**config.mk**
```make
export PLATFORM = sky130hd
export DESIGN_NAME = tick_to_bar_aggregator_with_merge_unit_flat
export DESIGN_NICKNAME = d
export VERILOG_FILES = /design/src/rtl/tba_pkg.sv /design/src/rtl/tba_if.sv /design/src/rtl/tick_to_bar_aggregator_with_merge_unit.sv /design/src/rtl/tba_front.sv /design/src/rtl/tba_ram.sv /design/src/rtl/tba_back.sv /design/src/flat_wrapper.sv
export SDC_FILE = /design/constraint.sdc
export NUM_CORES = 2
export LEC_CHECK = 0
export BUFFER_PORTS_ARGS = -buffer_cell sky130_fd_sc_hd__buf_4
export CAP_MARGIN = 30
export CORE_MARGIN = 2
export CORE_UTILIZATION = 30
export DETAILED_ROUTE_END_ITERATION = 8
export PLACE_DENSITY = 0.44
export SLEW_MARGIN = 20
export SYNTH_ARGS = -nofsm -noshare
export SYNTH_HDL_FRONTEND = slang
export SYNTH_SLANG_ARGS = --single-unit
export TNS_END_PERCENT = 50
```
**constraint.sdc**
```tcl
create_clock -name clk -period 39.7 [get_ports clk]
set_clock_uncertainty 0.05 [all_clocks]
set_input_delay 3.97 -clock clk [delete_from_list [all_inputs] [get_ports clk]]
set_output_delay 3.97 -clock clk [all_outputs]
set_load 0.01 [all_outputs]
```
**src/rtl/tba_pkg.sv**
```systemverilog
// ----------------------------------------------------------------------------
// tba_pkg
// Shared types and constants of the tick-to-bar aggregator.
// ----------------------------------------------------------------------------
package tba_pkg;

  localparam int SecW   = 17;
  localparam int PriceW = 32;
  localparam int MergeW = 16;
  localparam int CfgIdxW = 3;
  localparam int CfgDatW = 17;

  localparam logic [CfgIdxW-1:0] CfgMorningOpen    = 3'd0;
  localparam logic [CfgIdxW-1:0] CfgMorningClose   = 3'd1;
  localparam logic [CfgIdxW-1:0] CfgAfternoonOpen  = 3'd2;
  localparam logic [CfgIdxW-1:0] CfgAfternoonClose = 3'd3;
  localparam logic [CfgIdxW-1:0] CfgBarSeconds     = 3'd4;

  localparam logic [1:0] StRejected = 2'd0;
  localparam logic [1:0] StAdded    = 2'd1;
  localparam logic [1:0] StClosed   = 2'd2;
  localparam logic [1:0] StMerged   = 2'd3;

  typedef struct packed {
    logic [SecW-1:0]   start;
    logic [PriceW-1:0] open;
    logic [PriceW-1:0] high;
    logic [PriceW-1:0] low;
    logic [PriceW-1:0] close;
    logic [MergeW-1:0] merged;
  } bar_t;

  // classified item handed from front to back
  typedef struct packed {
    logic              accepted;
    logic [SecW-1:0]   secs;
    logic [SecW-1:0]   start;
    logic [PriceW-1:0] price;
  } cls_t;

  typedef struct packed {
    logic [1:0]        status;
    bar_t              bar;
    logic [PriceW-1:0] average;
  } res_t;

endpackage

```
**src/rtl/tba_if.sv**
```systemverilog
// ----------------------------------------------------------------------------
// tba_if
// Valid/ready channel interfaces for ticks, results and configuration.
// ----------------------------------------------------------------------------
interface tba_tick_if;
  logic        valid;
  logic        ready;
  logic [16:0] tick_seconds;
  logic [31:0] tick_price;
  modport source (output valid, tick_seconds, tick_price, input ready);
  modport sink (input valid, tick_seconds, tick_price, output ready);
endinterface

interface tba_bar_if;
  logic        valid;
  logic        ready;
  logic [1:0]  status;
  logic [16:0] bar_start;
  logic [31:0] bar_open;
  logic [31:0] bar_high;
  logic [31:0] bar_low;
  logic [31:0] bar_close;
  logic [31:0] bar_average;
  logic [15:0] bars_merged;
  modport source (output valid, status, bar_start, bar_open, bar_high, bar_low,
                  bar_close, bar_average, bars_merged, input ready);
  modport sink (input valid, status, bar_start, bar_open, bar_high, bar_low,
                bar_close, bar_average, bars_merged, output ready);
endinterface

interface tba_cfg_if;
  logic        valid;
  logic        ready;
  logic [2:0]  index;
  logic [16:0] data;
  modport source (output valid, index, data, input ready);
  modport sink (input valid, index, data, output ready);
endinterface

```
**src/rtl/tick_to_bar_aggregator_with_merge_unit.sv**
```systemverilog
// ----------------------------------------------------------------------------
// tick_to_bar_aggregator_with_merge_unit
// OHLC bar builder with inclusion merge and moving average of closes.
// ----------------------------------------------------------------------------
// One result per tick. The front splits each tick into minute and second of
// minute by reciprocal multiply, then takes the remainder of the second by the
// bar length in a restoring division, and hands the item to the back. A tick
// that closes a bar also waits on the history RAM reads (one port,
// registered, up to four older bars read for the average of closes), one
// extra pass when a merge happens, and the bit-serial divider for the close
// average. The front accepts the next tick while the back works; a result
// waiting on the output stalls the back.
module tick_to_bar_aggregator_with_merge_unit #(
  parameter int HISTORY_DEPTH = 8,
  parameter int AVERAGE_SPAN  = 5
) (
  input  logic       clk,
  input  logic       rst,
  tba_tick_if.sink   tick,
  tba_cfg_if.sink    cfg,
  tba_bar_if.source  bar
);
  import tba_pkg::*;

  logic       q_valid, q_ready;
  cls_t       q_item;
  logic [5:0] bar_len;

  tba_front u_front (
    .clk(clk), .rst(rst), .tick(tick), .cfg(cfg), .bar_len(bar_len),
    .q_valid(q_valid), .q_ready(q_ready), .q_item(q_item)
  );

  tba_back #(.HistoryDepth(HISTORY_DEPTH), .AverageSpan(AVERAGE_SPAN)) u_back (
    .clk(clk), .rst(rst), .bar_len(bar_len), .q_valid(q_valid), .q_ready(q_ready),
    .q_item(q_item), .bar(bar)
  );
endmodule

```
**src/rtl/tba_front.sv**
```systemverilog
// ----------------------------------------------------------------------------
// tba_front
// Session test and bar start computation for each incoming tick.
// ----------------------------------------------------------------------------
module tba_front (
  input  logic                        clk,
  input  logic                        rst,
  tba_tick_if.sink                    tick,
  tba_cfg_if.sink                     cfg,
  output logic [5:0]                  bar_len,
  output logic                        q_valid,
  input  logic                        q_ready,
  output tba_pkg::cls_t               q_item
);
  import tba_pkg::*;

  // 2^23 / 60 rounded up: exact minute count for every second of the day
  localparam logic [17:0] MinRecip = 18'd139811;

  typedef enum logic [3:0] {
    F_IDLE = 4'b0001,
    F_MIN  = 4'b0010,
    F_DIV  = 4'b0100,
    F_HOLD = 4'b1000
  } fstate_t;

  fstate_t           fstate;
  logic [SecW-1:0]   morning_open, morning_close, afternoon_open, afternoon_close;
  logic [5:0]        bar_seconds;
  logic              in_sess;
  logic [34:0]       prod;
  logic [10:0]       minute;
  logic [SecW-1:0]   min_base_c;
  logic [SecW-1:0]   secs_off;
  logic [SecW-1:0]   min_base;
  logic              w_acc;
  logic [SecW-1:0]   w_secs;
  logic [PriceW-1:0] w_price;
  logic [5:0]        ss;
  logic [5:0]        dvd;
  logic [5:0]        rem;
  logic [6:0]        shifted;
  logic [7:0]        trial;
  logic [2:0]        dcnt;
  logic [5:0]        floor_ss;
  logic              load;

  assign cfg.ready  = 1'b1;
  assign tick.ready = (fstate == F_IDLE);
  assign bar_len    = (bar_seconds == 6'd0) ? 6'd1 : bar_seconds;

  always_ff @(posedge clk) begin
    if (rst) begin
      morning_open    <= 17'd34200;
      morning_close   <= 17'd41400;
      afternoon_open  <= 17'd46800;
      afternoon_close <= 17'd55800;
      bar_seconds     <= 6'd15;
    end else if (cfg.valid) begin
      unique case (cfg.index)
        CfgMorningOpen:    morning_open    <= cfg.data;
        CfgMorningClose:   morning_close   <= cfg.data;
        CfgAfternoonOpen:  afternoon_open  <= cfg.data;
        CfgAfternoonClose: afternoon_close <= cfg.data;
        CfgBarSeconds:     bar_seconds     <= cfg.data[5:0];
        default: ;
      endcase
    end
  end

  always_comb begin
    in_sess = (tick.tick_seconds >= morning_open && tick.tick_seconds <= morning_close) ||
              (tick.tick_seconds >= afternoon_open && tick.tick_seconds <= afternoon_close);
    prod       = {18'd0, tick.tick_seconds} * {17'd0, MinRecip};
    min_base_c = {minute, 6'd0} - {4'd0, minute, 2'd0};
    secs_off   = w_secs - min_base_c;
    shifted    = {rem, dvd[5]};
    trial      = {1'b0, shifted} - {2'b0, bar_len};
    floor_ss   = ss - rem;
  end

  assign load = (fstate == F_HOLD) && (!q_valid || q_ready);

  // tick capture, minute split, then second of minute mod bar length: restoring division, one bit a cycle
  always_ff @(posedge clk) begin
    if (rst) begin
      fstate <= F_IDLE;
    end else begin
      unique case (fstate)
        F_IDLE: if (tick.valid) begin
          w_acc   <= in_sess;
          w_secs  <= tick.tick_seconds;
          w_price <= tick.tick_price;
          minute  <= prod[33:23];
          fstate  <= F_MIN;
        end
        F_MIN: begin
          min_base <= min_base_c;
          ss       <= secs_off[5:0];
          dvd      <= secs_off[5:0];
          rem      <= '0;
          dcnt     <= '0;
          fstate   <= F_DIV;
        end
        F_DIV: begin
          rem    <= trial[7] ? shifted[5:0] : trial[5:0];
          dvd    <= {dvd[4:0], 1'b0};
          dcnt   <= dcnt + 1'b1;
          if (dcnt == 3'd5) fstate <= F_HOLD;
        end
        F_HOLD: if (load) fstate <= F_IDLE;
        default: fstate <= F_IDLE;
      endcase
    end
  end

  always_ff @(posedge clk) begin
    if (rst) q_valid <= 1'b0;
    else if (load) q_valid <= 1'b1;
    else if (q_ready) q_valid <= 1'b0;
  end

  always_ff @(posedge clk) begin
    if (load) begin
      q_item.accepted <= w_acc;
      q_item.secs     <= w_secs;
      q_item.start    <= min_base + {11'd0, floor_ss};
      q_item.price    <= w_price;
    end
  end
endmodule

```
**src/rtl/tba_ram.sv**
```systemverilog
// ----------------------------------------------------------------------------
// tba_ram
// Generic single-port RAM with registered read.
// ----------------------------------------------------------------------------
module tba_ram #(
  parameter int Width = 8,
  parameter int Depth = 8
) (
  input  logic                     clk,
  input  logic                     we,
  input  logic [$clog2(Depth)-1:0] addr,
  input  logic [Width-1:0]         wdata,
  output logic [Width-1:0]         rdata
);
  logic [Width-1:0] mem [Depth];
  always_ff @(posedge clk) begin
    if (we) mem[addr] <= wdata;
    rdata <= mem[addr];
  end
endmodule

```
**src/rtl/tba_back.sv**
```systemverilog
// ----------------------------------------------------------------------------
// tba_back
// Bar state, circular history, merge and averaging sequencer.
// ----------------------------------------------------------------------------
module tba_back #(
  parameter int HistoryDepth = 8,
  parameter int AverageSpan  = 5
) (
  input  logic          clk,
  input  logic          rst,
  input  logic [5:0]    bar_len,
  input  logic          q_valid,
  output logic          q_ready,
  input  tba_pkg::cls_t q_item,
  tba_bar_if.source     bar
);
  import tba_pkg::*;

  localparam int AW = $clog2(HistoryDepth);
  localparam int CW = $clog2(HistoryDepth + 1);
  localparam int NW = $clog2(AverageSpan + 1);
  localparam int SW = PriceW + NW;
  localparam int BW = $bits(bar_t);

  typedef enum logic [9:0] {
    S_IDLE  = 10'b0000000001,
    S_RD1   = 10'b0000000010,
    S_RD1W  = 10'b0000000100,
    S_RD2   = 10'b0000001000,
    S_RD2W  = 10'b0000010000,
    S_MERGE = 10'b0000100000,
    S_SUM   = 10'b0001000000,
    S_SUMW  = 10'b0010000000,
    S_DIV   = 10'b0100000000,
    S_OUT   = 10'b1000000000
  } state_t;

  state_t state;
  logic          active;
  bar_t          cur;
  logic [AW-1:0] head;     // slot of newest history bar
  logic [CW-1:0] count;
  bar_t          b0, b1;   // newest and second history bars
  logic [PriceW-1:0] h2;
  logic          merged;
  cls_t          it;
  logic [SW-1:0] sum;
  logic [NW-1:0] n;
  logic [NW-1:0] idx;
  logic [SW-1:0] rem;
  logic [PriceW-1:0] quo;
  logic [5:0]    dstep;
  res_t          res;

  logic          we;
  logic [AW-1:0] addr;
  bar_t          wdata, rdata;
  logic [BW-1:0] rraw;

  tba_ram #(.Width(BW), .Depth(HistoryDepth)) u_hist (
    .clk(clk), .we(we), .addr(addr), .wdata(wdata), .rdata(rraw)
  );
  assign rdata = bar_t'(rraw);

  function automatic logic [AW-1:0] slot(logic [AW-1:0] h, logic [CW-1:0] off);
    logic [AW:0] s;
    s = (AW+1)'(h) + (AW+1)'(off);
    if (s >= (AW+1)'(HistoryDepth)) s = s - (AW+1)'(HistoryDepth);
    return s[AW-1:0];
  endfunction

  logic closes;
  logic [SecW:0] bar_end;
  assign bar_end = {1'b0, cur.start} + {12'd0, bar_len};
  assign closes  = active && ({1'b0, it.secs} >= bar_end);

  logic [PriceW-1:0] mh, ml;
  logic rising, do_merge;
  logic [MergeW:0] msum;
  always_comb begin
    do_merge = (count >= CW'(2)) &&
               !((b0.high > b1.high && b0.low > b1.low) ||
                 (b0.high < b1.high && b0.low < b1.low));
    rising = (count < CW'(3)) || (b1.high > h2);
    mh = rising ? ((b0.high > b1.high) ? b0.high : b1.high)
                : ((b0.high < b1.high) ? b0.high : b1.high);
    ml = rising ? ((b0.low > b1.low) ? b0.low : b1.low)
                : ((b0.low < b1.low) ? b0.low : b1.low);
    msum = {1'b0, b0.merged} + {1'b0, b1.merged};
  end

  logic [SW:0] trial;
  assign trial = {rem[SW-2:0], sum[SW-1]} - {{(SW+1-NW){1'b0}}, n};

  assign q_ready = (state == S_IDLE) && !bar.valid;

  always_comb begin
    we = 1'b0; addr = head; wdata = b0;
    unique case (state)
      S_RD1: addr = slot(head, CW'(1));
      S_RD2: addr = slot(head, CW'(2));
      S_SUM: addr = slot(head, CW'(idx));
      S_MERGE: begin we = 1'b1; addr = head; wdata = b0; end
      default: ;
    endcase
    if (state == S_IDLE && q_valid && q_ready && q_item.accepted &&
        active && ({1'b0, q_item.secs} >= {1'b0, cur.start} + {12'd0, bar_len})) begin
      we = 1'b1; addr = (head == '0) ? AW'(HistoryDepth - 1) : head - 1'b1; wdata = cur;
    end
  end

  always_ff @(posedge clk) begin
    if (rst) begin
      state <= S_IDLE; active <= 1'b0; count <= '0; head <= '0;
      bar.valid <= 1'b0;
      cur <= '0;
    end else begin
      if (bar.valid && bar.ready) bar.valid <= 1'b0;
      unique case (state)
        S_IDLE: if (q_valid && q_ready) begin
          it <= q_item;
          merged <= 1'b0;
          if (!q_item.accepted) begin
            res <= '0; bar.valid <= 1'b1;
          end else if (active &&
                      ({1'b0, q_item.secs} >= {1'b0, cur.start} + {12'd0, bar_len})) begin
            head <= (head == '0) ? AW'(HistoryDepth - 1) : head - 1'b1;
            if (count < CW'(HistoryDepth)) count <= count + 1'b1;
            b0 <= cur;
            state <= S_RD1;
          end else begin
            state <= S_OUT;
          end
        end
        S_RD1: state <= S_RD1W;
        S_RD1W: begin b1 <= rdata; state <= S_RD2; end
        S_RD2: state <= S_RD2W;
        S_RD2W: begin h2 <= rdata.high; state <= S_MERGE; end
        S_MERGE: begin
          // b0 written back at head this cycle; at most one merge per close,
          // the merged bar is written on the second pass
          if (do_merge && !merged) begin
            b0.start  <= b1.start;
            b0.high   <= mh;
            b0.low    <= ml;
            b0.open   <= (b0.open > b0.close) ? mh : ml;
            b0.close  <= (b0.open > b0.close) ? ml : mh;
            b0.merged <= msum[MergeW] ? '1 : msum[MergeW-1:0];
            head      <= slot(head, CW'(1));
            count     <= count - 1'b1;
            merged    <= 1'b1;
            state     <= S_MERGE;
          end else begin
            sum <= SW'(b0.close); n <= NW'(1); idx <= NW'(1);
            state <= S_SUM;
          end
        end
        S_SUM: begin
          if (CW'(idx) >= count || idx >= NW'(AverageSpan)) begin
            rem <= '0; quo <= '0; dstep <= '0; state <= S_DIV;
          end else state <= S_SUMW;
        end
        S_SUMW: begin
          sum <= sum + SW'(rdata.close); n <= n + 1'b1; idx <= idx + 1'b1;
          state <= S_SUM;
        end
        S_DIV: begin
          // restoring division, one bit a cycle
          if (!trial[SW]) rem <= trial[SW-1:0];
          else rem <= {rem[SW-2:0], sum[SW-1]};
          sum <= {sum[SW-2:0], 1'b0};
          if (dstep >= 6'(SW - PriceW)) quo <= {quo[PriceW-2:0], !trial[SW]};
          dstep <= dstep + 1'b1;
          if (dstep == 6'(SW - 1)) state <= S_OUT;
        end
        S_OUT: begin
          begin : upd
            bar_t nc;
            nc = cur;
            if (!active || closes) begin
              nc.start = it.start; nc.open = it.price; nc.high = it.price;
              nc.low = it.price; nc.merged = MergeW'(1);
            end
            if (it.price > nc.high) nc.high = it.price;
            if (it.price < nc.low) nc.low = it.price;
            nc.close = it.price;
            cur <= nc;
            active <= 1'b1;
            if (closes) begin
              res.status <= merged ? StMerged : StClosed;
              res.bar <= b0;
              res.average <= quo;
            end else begin
              res.status <= StAdded; res.bar <= nc; res.average <= '0;
            end
          end
          bar.valid <= 1'b1;
          state <= S_IDLE;
        end
        default: state <= S_IDLE;
      endcase
    end
  end

  assign bar.status      = res.status;
  assign bar.bar_start   = res.bar.start;
  assign bar.bar_open    = res.bar.open;
  assign bar.bar_high    = res.bar.high;
  assign bar.bar_low     = res.bar.low;
  assign bar.bar_close   = res.bar.close;
  assign bar.bar_average = res.average;
  assign bar.bars_merged = res.bar.merged;
endmodule
```
**src/flat_wrapper.sv**
```systemverilog
// flat-port wrapper written by rule: the top's interface ports become plain ports
module tick_to_bar_aggregator_with_merge_unit_flat import tba_pkg::*;
#(
  parameter int HISTORY_DEPTH = 8,
  parameter int AVERAGE_SPAN  = 5
)
  (clk, rst, tick_valid, tick_tick_seconds, tick_tick_price, tick_ready, cfg_valid, cfg_index, cfg_data, cfg_ready, bar_valid, bar_status, bar_bar_start, bar_bar_open, bar_bar_high, bar_bar_low, bar_bar_close, bar_bar_average, bar_bars_merged, bar_ready);
  tba_tick_if tick_i ();
  tba_cfg_if cfg_i ();
  tba_bar_if bar_i ();
  input  logic clk;
  input  logic rst;
  input wire logic [$bits(tick_i.valid)-1:0] tick_valid;
  input wire logic [$bits(tick_i.tick_seconds)-1:0] tick_tick_seconds;
  input wire logic [$bits(tick_i.tick_price)-1:0] tick_tick_price;
  output wire logic [$bits(tick_i.ready)-1:0] tick_ready;
  input wire logic [$bits(cfg_i.valid)-1:0] cfg_valid;
  input wire logic [$bits(cfg_i.index)-1:0] cfg_index;
  input wire logic [$bits(cfg_i.data)-1:0] cfg_data;
  output wire logic [$bits(cfg_i.ready)-1:0] cfg_ready;
  output wire logic [$bits(bar_i.valid)-1:0] bar_valid;
  output wire logic [$bits(bar_i.status)-1:0] bar_status;
  output wire logic [$bits(bar_i.bar_start)-1:0] bar_bar_start;
  output wire logic [$bits(bar_i.bar_open)-1:0] bar_bar_open;
  output wire logic [$bits(bar_i.bar_high)-1:0] bar_bar_high;
  output wire logic [$bits(bar_i.bar_low)-1:0] bar_bar_low;
  output wire logic [$bits(bar_i.bar_close)-1:0] bar_bar_close;
  output wire logic [$bits(bar_i.bar_average)-1:0] bar_bar_average;
  output wire logic [$bits(bar_i.bars_merged)-1:0] bar_bars_merged;
  input wire logic [$bits(bar_i.ready)-1:0] bar_ready;
  assign tick_i.valid = tick_valid;
  assign tick_i.tick_seconds = tick_tick_seconds;
  assign tick_i.tick_price = tick_tick_price;
  assign tick_ready = tick_i.ready;
  assign cfg_i.valid = cfg_valid;
  assign cfg_i.index = cfg_index;
  assign cfg_i.data = cfg_data;
  assign cfg_ready = cfg_i.ready;
  assign bar_valid = bar_i.valid;
  assign bar_status = bar_i.status;
  assign bar_bar_start = bar_i.bar_start;
  assign bar_bar_open = bar_i.bar_open;
  assign bar_bar_high = bar_i.bar_high;
  assign bar_bar_low = bar_i.bar_low;
  assign bar_bar_close = bar_i.bar_close;
  assign bar_bar_average = bar_i.bar_average;
  assign bar_bars_merged = bar_i.bars_merged;
  assign bar_i.ready = bar_ready;
  tick_to_bar_aggregator_with_merge_unit #(.HISTORY_DEPTH(HISTORY_DEPTH), .AVERAGE_SPAN(AVERAGE_SPAN)) u_core (.clk(clk), .rst(rst), .tick(tick_i), .cfg(cfg_i), .bar(bar_i));
endmodule
```
Word-level counts from Yosys, hierarchy flattened
Memories as Yosys holds them, arrays and structs flattened. A register that Yosys moved wholly into a read port is not among the register bits.
Cells that the tools add are included.
{"block": "classes", "eq_ne": 33, "bitwise_logic": 1, "reduce_logical": 61, "n_div": 0, "magnitude_cmp": 23, "mul": 1, "n_mux": 85, "n_addsub": 22, "n_shift": 0}
{"operator": "$mux W161", "n": 5}
{"operator": "$mux W195", "n": 3}
{"operator": "$pmux W195 S2", "n": 1}
{"operator": "$mux W32", "n": 12}
{"operator": "$mux W113", "n": 3}
{"operator": "$pmux W161 S2", "n": 1}
{"operator": "$gt A32 B32 Y1", "n": 5}
{"operator": "$pmux W35 S3", "n": 1}
{"operator": "$lt A32 B32 Y1", "n": 3}
{"operator": "$pmux W10 S9", "n": 1}
{"operator": "$mux W34", "n": 2}
{"operator": "$pmux W34 S2", "n": 1}
{"operator": "$pmux W32 S2", "n": 1}
{"operator": "$mux W10", "n": 4}
{"operator": "$ge A17 B18 Y1", "n": 2}
{"operator": "$pmux W6 S2", "n": 3}
{"operator": "$sub A35 B3 Y36", "n": 1}
{"operator": "$add A35 B32 Y35", "n": 1}
{"operator": "$mux W35", "n": 1}
{"operator": "$ge A17 B17 Y1", "n": 2}
{"operator": "$le A17 B17 Y1", "n": 2}
{"operator": "$mul A17 B18 Y34 const B", "n": 1}
{"operator": "$mux W16", "n": 2}
{"operator": "$mux W4", "n": 8}
{"operator": "64 further kinds", "n": 160}
{"block": "totals", "latchBits": 0, "wordCells": 287, "ramBits": 1288, "reg_bits": 1090, "mem_bits_ro": 0, "out_inout_bits": 198, "memories": 1}
{"memory": "u_core.u_back.u_hist.mem", "words": 8, "width": 161, "read_ports": 1, "rd_ports_with_merged_regs": 1, "write_ports": 1, "line": "tba_ram.sv:15", "text": "logic [Width-1:0] mem [Depth];"}

Longest topological paths before layout
{"block": "logic_depth", "ltp_word": 13, "depth_mapped": 37, "depth_no_buf": 32}

Hierarchy
From an unflattened synthesis, not the netlist that was laid out.
{"block": "hier_totals", "hier_cells": 8767, "area_unflattened_um2": 114702.5}
{"module": "tba_ram", "area_per_inst_um2": 51770.9, "cells_per_inst": 2277, "instances": 1, "seq_area_each_um2": 41900.2}
{"module": "tba_back", "area_per_inst_um2": 48749.3, "cells_per_inst": 5184, "instances": 1, "seq_area_each_um2": 23572.6}
{"module": "tba_front", "area_per_inst_um2": 14182.4, "cells_per_inst": 1306, "instances": 1, "seq_area_each_um2": 6506.2}

Least setup slack after synthesis
No wires, ideal clock.
{"block": "synth_path", "path_kind": "input -> register", "start": "in rst", "end": "reg u_core.u_back.res (netlist bit u_core.u_back.bar.bar_average[0]), enable pin", "t_arrival_ns": 18.575, "setup_slack_ns": 20.036, "path_stages": 3, "t_required_ns": 38.611, "setup_ns": 1.039, "path_cell_list": "clkbuf_1 > buf_1 > a211oi_1"}
{"block": "synth_between", "elab_chain_cells": 2}
{"element": "start: declaration", "line": "flat_wrapper.sv:12", "text": "input logic rst;"}
{"element": "$not A1 Y1 (no source line)"}
{"element": "$reduce_and A4 Y1 (no source line)"}
{"element": "end: declaration", "line": "tba_back.sv:53", "text": "res_t res;"}
Every way passes these cells.
A chain may end at the register's enable or synchronous reset.

Worst setup path in the final report
{"block": "layout_path", "start": "in tick_tick_seconds[15]", "end": "reg u_core.u_front.minute[10], data pin"}
{"block": "layout_between", "elab_chain_cells": 1}
{"element": "start: declaration", "line": "flat_wrapper.sv:14", "text": "input wire logic [$bits(tick_i.tick_seconds)-1:0] tick_tick_seconds;"}
{"element": "$mul A17 B18 Y34", "line": "tba_front.sv:74", "text": "prod = {18'd0, tick.tick_seconds} * {17'd0, MinRecip};"}
{"element": "via u_core.u_front.prod[33]", "line": "tba_front.sv:31", "text": "logic [34:0] prod;"}
{"element": "end signal: assignment", "line": "tba_front.sv:94", "text": "minute <= prod[33:23];"}
{"element": "end: declaration", "line": "tba_front.sv:32", "text": "logic [10:0] minute;"}
The timed path passes the listed nets, and every way through them passes these cells.

==> metrics.txt <==
status=finished clean; PD cells=about 44 nW/um^2; number of max-cap violations=0; Achievable Freq=approximately 0.11 GHz; DRC viols=0; clk root buf=clkbuf_16; Worst Path Required=40.27 ns; vias=63,730; share of cells above drive strength 1=between 10% and 20%; Compound-Gate Fraction of Synth Area=under 10%; XOR/XNOR share of the synthesized area=roughly 1.1%; CP Launch Type=input port; first-pass GRT wire length=around 460,000 um; first drt pass iteration count=6; Final Setup Violations=0; RSZ-0062 raised after global routing=no; # port buffers=between 200 and 300; CTS buffer count=271; fin util=around a third; Die Width=approximately 580 um; Seq/Total Area, Yosys=63.04%; area leader, netlist=edfxtp_1; Cell Area, Placed=108,400 sq um; Peak VDD IR=0.02921 mV; Via density=around 5.0; Post-CTS Hold Fix Bufs=0; antenna violations before repair=21; Slew Limit Fails=0; H-tree depth=5; Post-Syn Area=about 100,000 sq um; crit path time final=8.972 ns; syn_nets=8,356; Cell variety after synth=87; area grow syn2layout=16.41%; gr usage total=18.35%; core outline area=~340,000 sq um; warnings from Yosys=0; cts repair resizes=0; Final period util=between 20 and 25%; antenna viol nets, final=0; Initial Util=30.07%; Seq cells post-synth=~2,200; most frequent cells in the layout=1,861 x edfxtp_1, 1,009 x nand2_1, 725 x mux2i_1, 503 x ha_1, 413 x nor2_1; post-synthesis simple-gate area fraction=8.352%; fin nets=a little under 9,000; async set-reset flop share out of synthesis=0%; CTS Buffer Depth=4; clk_lat worst skew=0.90 ns; post-synthesis mux area share=7.284%; top cells by area, synth=edfxtp_1 55%, dfxtp_1 7.7%, mux2i_1 7.2%; TritonCTS clock tree=done; share of the synthesized area in the top cell type=between 50% and 60%; # rows=213; Adder-Cell Fraction of Synth Area=just over 7%; Post CTS Setup Buffer Count=0; Worst R2R Setup Slack=between 30 and 40 ns; commonest non-fill, non-tap cell in the layout=edfxtp_1; DP HPWL=between 200,000 and 250,000 um; gr ovfl total=0; Worst slew margin=20.78%; largest net degree at the start of global routing=~150; DIE AREA=about 340,000 sq um; EDFF count, synth=approximately 1,900; Final Hold Vio Count=0; CTS clk-pin slew, worst paths=0.05 ns; clk sinks=between 2,000 and 2,500; GPL Wtd Cong=between 0.8 and 0.9; I/O pins=approximately 270; Synth Instances=around 7,700; leakage=45.45 nW; critical path data arrival time=~9.5 ns; WL per Instance=between 20 and 30 um; fin area=117,500 sq um; worst hold path class=reg2reg; vias in the first global route=roughly 63,000; CP endpoint kind=flip-flop; top_reg_cell synth=edfxtp_1; syn_area_per_cell=13.06 sq um; Die Y=584.1 um; First DRT Iteration DRCs=~5,300; Sum Neg Setup Slack=0 ns; main combinational cell family by area after synthesis=compound AO/OA/AOI/OAI gates; worst-path fanout max=10; Slew @ Worst Pin=1.155 ns; crit path kind=in2reg; drt total wl=around 320,000 um
layout make-up:
cell class / count / area (sq um)
inverters: 349 / 1310
well taps: 4407 / 5514
flip-flops and latches: 2249 / 63650
clock buffers: 375 / 7604
diodes: 3 / 7.507
repair buffers: 447 / 3510
fillers: 32650 / 218300
clock inverters: 118 / 1381
multi-input cells: 4730 / 34550
path summary, 6_finish.rpt:
| check | cells past startpoint | to | from |
|---|---|---|---|
| worst min-delay path | 0 | u_core.u_back.b1[11] | u_core.u_back.u_hist.rdata[11] |
| worst max-delay path | 23 | u_core.u_front.minute[10] | tick_tick_seconds[15] |
| worst max register to register | 34 | u_core.u_back.cur[107] | u_core.u_front.bar_seconds[3] |
| worst min register to register | 0 | u_core.u_back.b1[11] | u_core.u_back.u_hist.rdata[11] |
logic make-up (layout without fill, tap and decap cells):
| kind of cell | after synthesis | after routing |
|---|---|---|
| AOI/OAI and AO/OA | 1391 | 1391 |
| xor gates and xnor gates | 131 | 131 |
| adders and majority gates | 549 | 549 |
| buffers and inverters | 754 | 1289 |
| DFF | 2249 | 2249 |
| muxes | 734 | 734 |
| other | 1 | 4 |
| and+or+nand+nor | 1924 | 1924 |
per-stage QoR:
stage | power, mW | std cells | hold WS, ns | setup slack (ns)
after floorplan | 2.703 | 7733 | 0.3355 | 20.04
after global placement | 2.757 | 12150 | 0.3360 | 29.76
after detailed placement | 2.758 | 12160 | 0.3387 | 29.86
after CTS | 5.294 | 12660 | 0.3516 | 30.80
after global routing | 5.412 | 12680 | 0.3570 | 30.31
final | 5.226 | 12680 | 0.3529 | 30.73
per-layer routing:
metal	vias up	GRT usage (%)	part of all wire [%]
met1	32390	25.75	46
met5	-	0	0.0041
li1	29280	-	-
met3	364	2.846	5.2
met4	2	4.778	2.5
met2	1699	29.43	46
cell usage after synthesis (all sizes together), types with 119 or more instances:
cell type  instances
a21oi            394
a221oi           129
a22o             143
buf              119
clkbuf           286
dfxtp            388
edfxtp          1861
ha               503
inv              349
mux2i            728
nand2           1013
nor2             425
o21ai            275
state kept, by name (all words and copies together) (netlist names), 35 cells and up:
name / count
u_core.u_back.b1: 97
u_core.u_back.u_hist.mem: 1032
u_core.u_back.cur: 161
u_core.u_front.q_item: 67
u_core.u_back.it: 66
u_core.u_back.u_hist.rdata: 129
u_core.u_back.sum: 35
u_core.u_back.b0: 161
power by group:
| part | internal, mW | switching, mW | leakage (nW) |
|---|---|---|---|
| sequential | 2.53 | 0.00542 | 20.0 |
| combinational | 0.0708 | 0.0951 | 21.1 |
| clock | 1.51 | 1.01 | 4.38 |
critical path, cell delays in order:
cell       delay, ns
buf_4           0.18
inv_1           0.06
ha_1            0.30
fa_1            0.18
inv_1           0.05
fa_1            0.38
fa_1            0.49
inv_1           0.05
fa_1            0.55
inv_1           0.06
fa_1            0.47
ha_1            0.32
a21o_1          0.16
a21o_1          0.17
a211oi_1        0.21
o21ai_0         0.17
a2111oi_0       0.44
nor3_1          0.19
a41o_1          0.31
a41oi_1         0.25
a21boi_0        0.17
o21ai_0         0.28
xnor2_1         0.10
No activity file was read; power rests on OpenSTA's default activity.
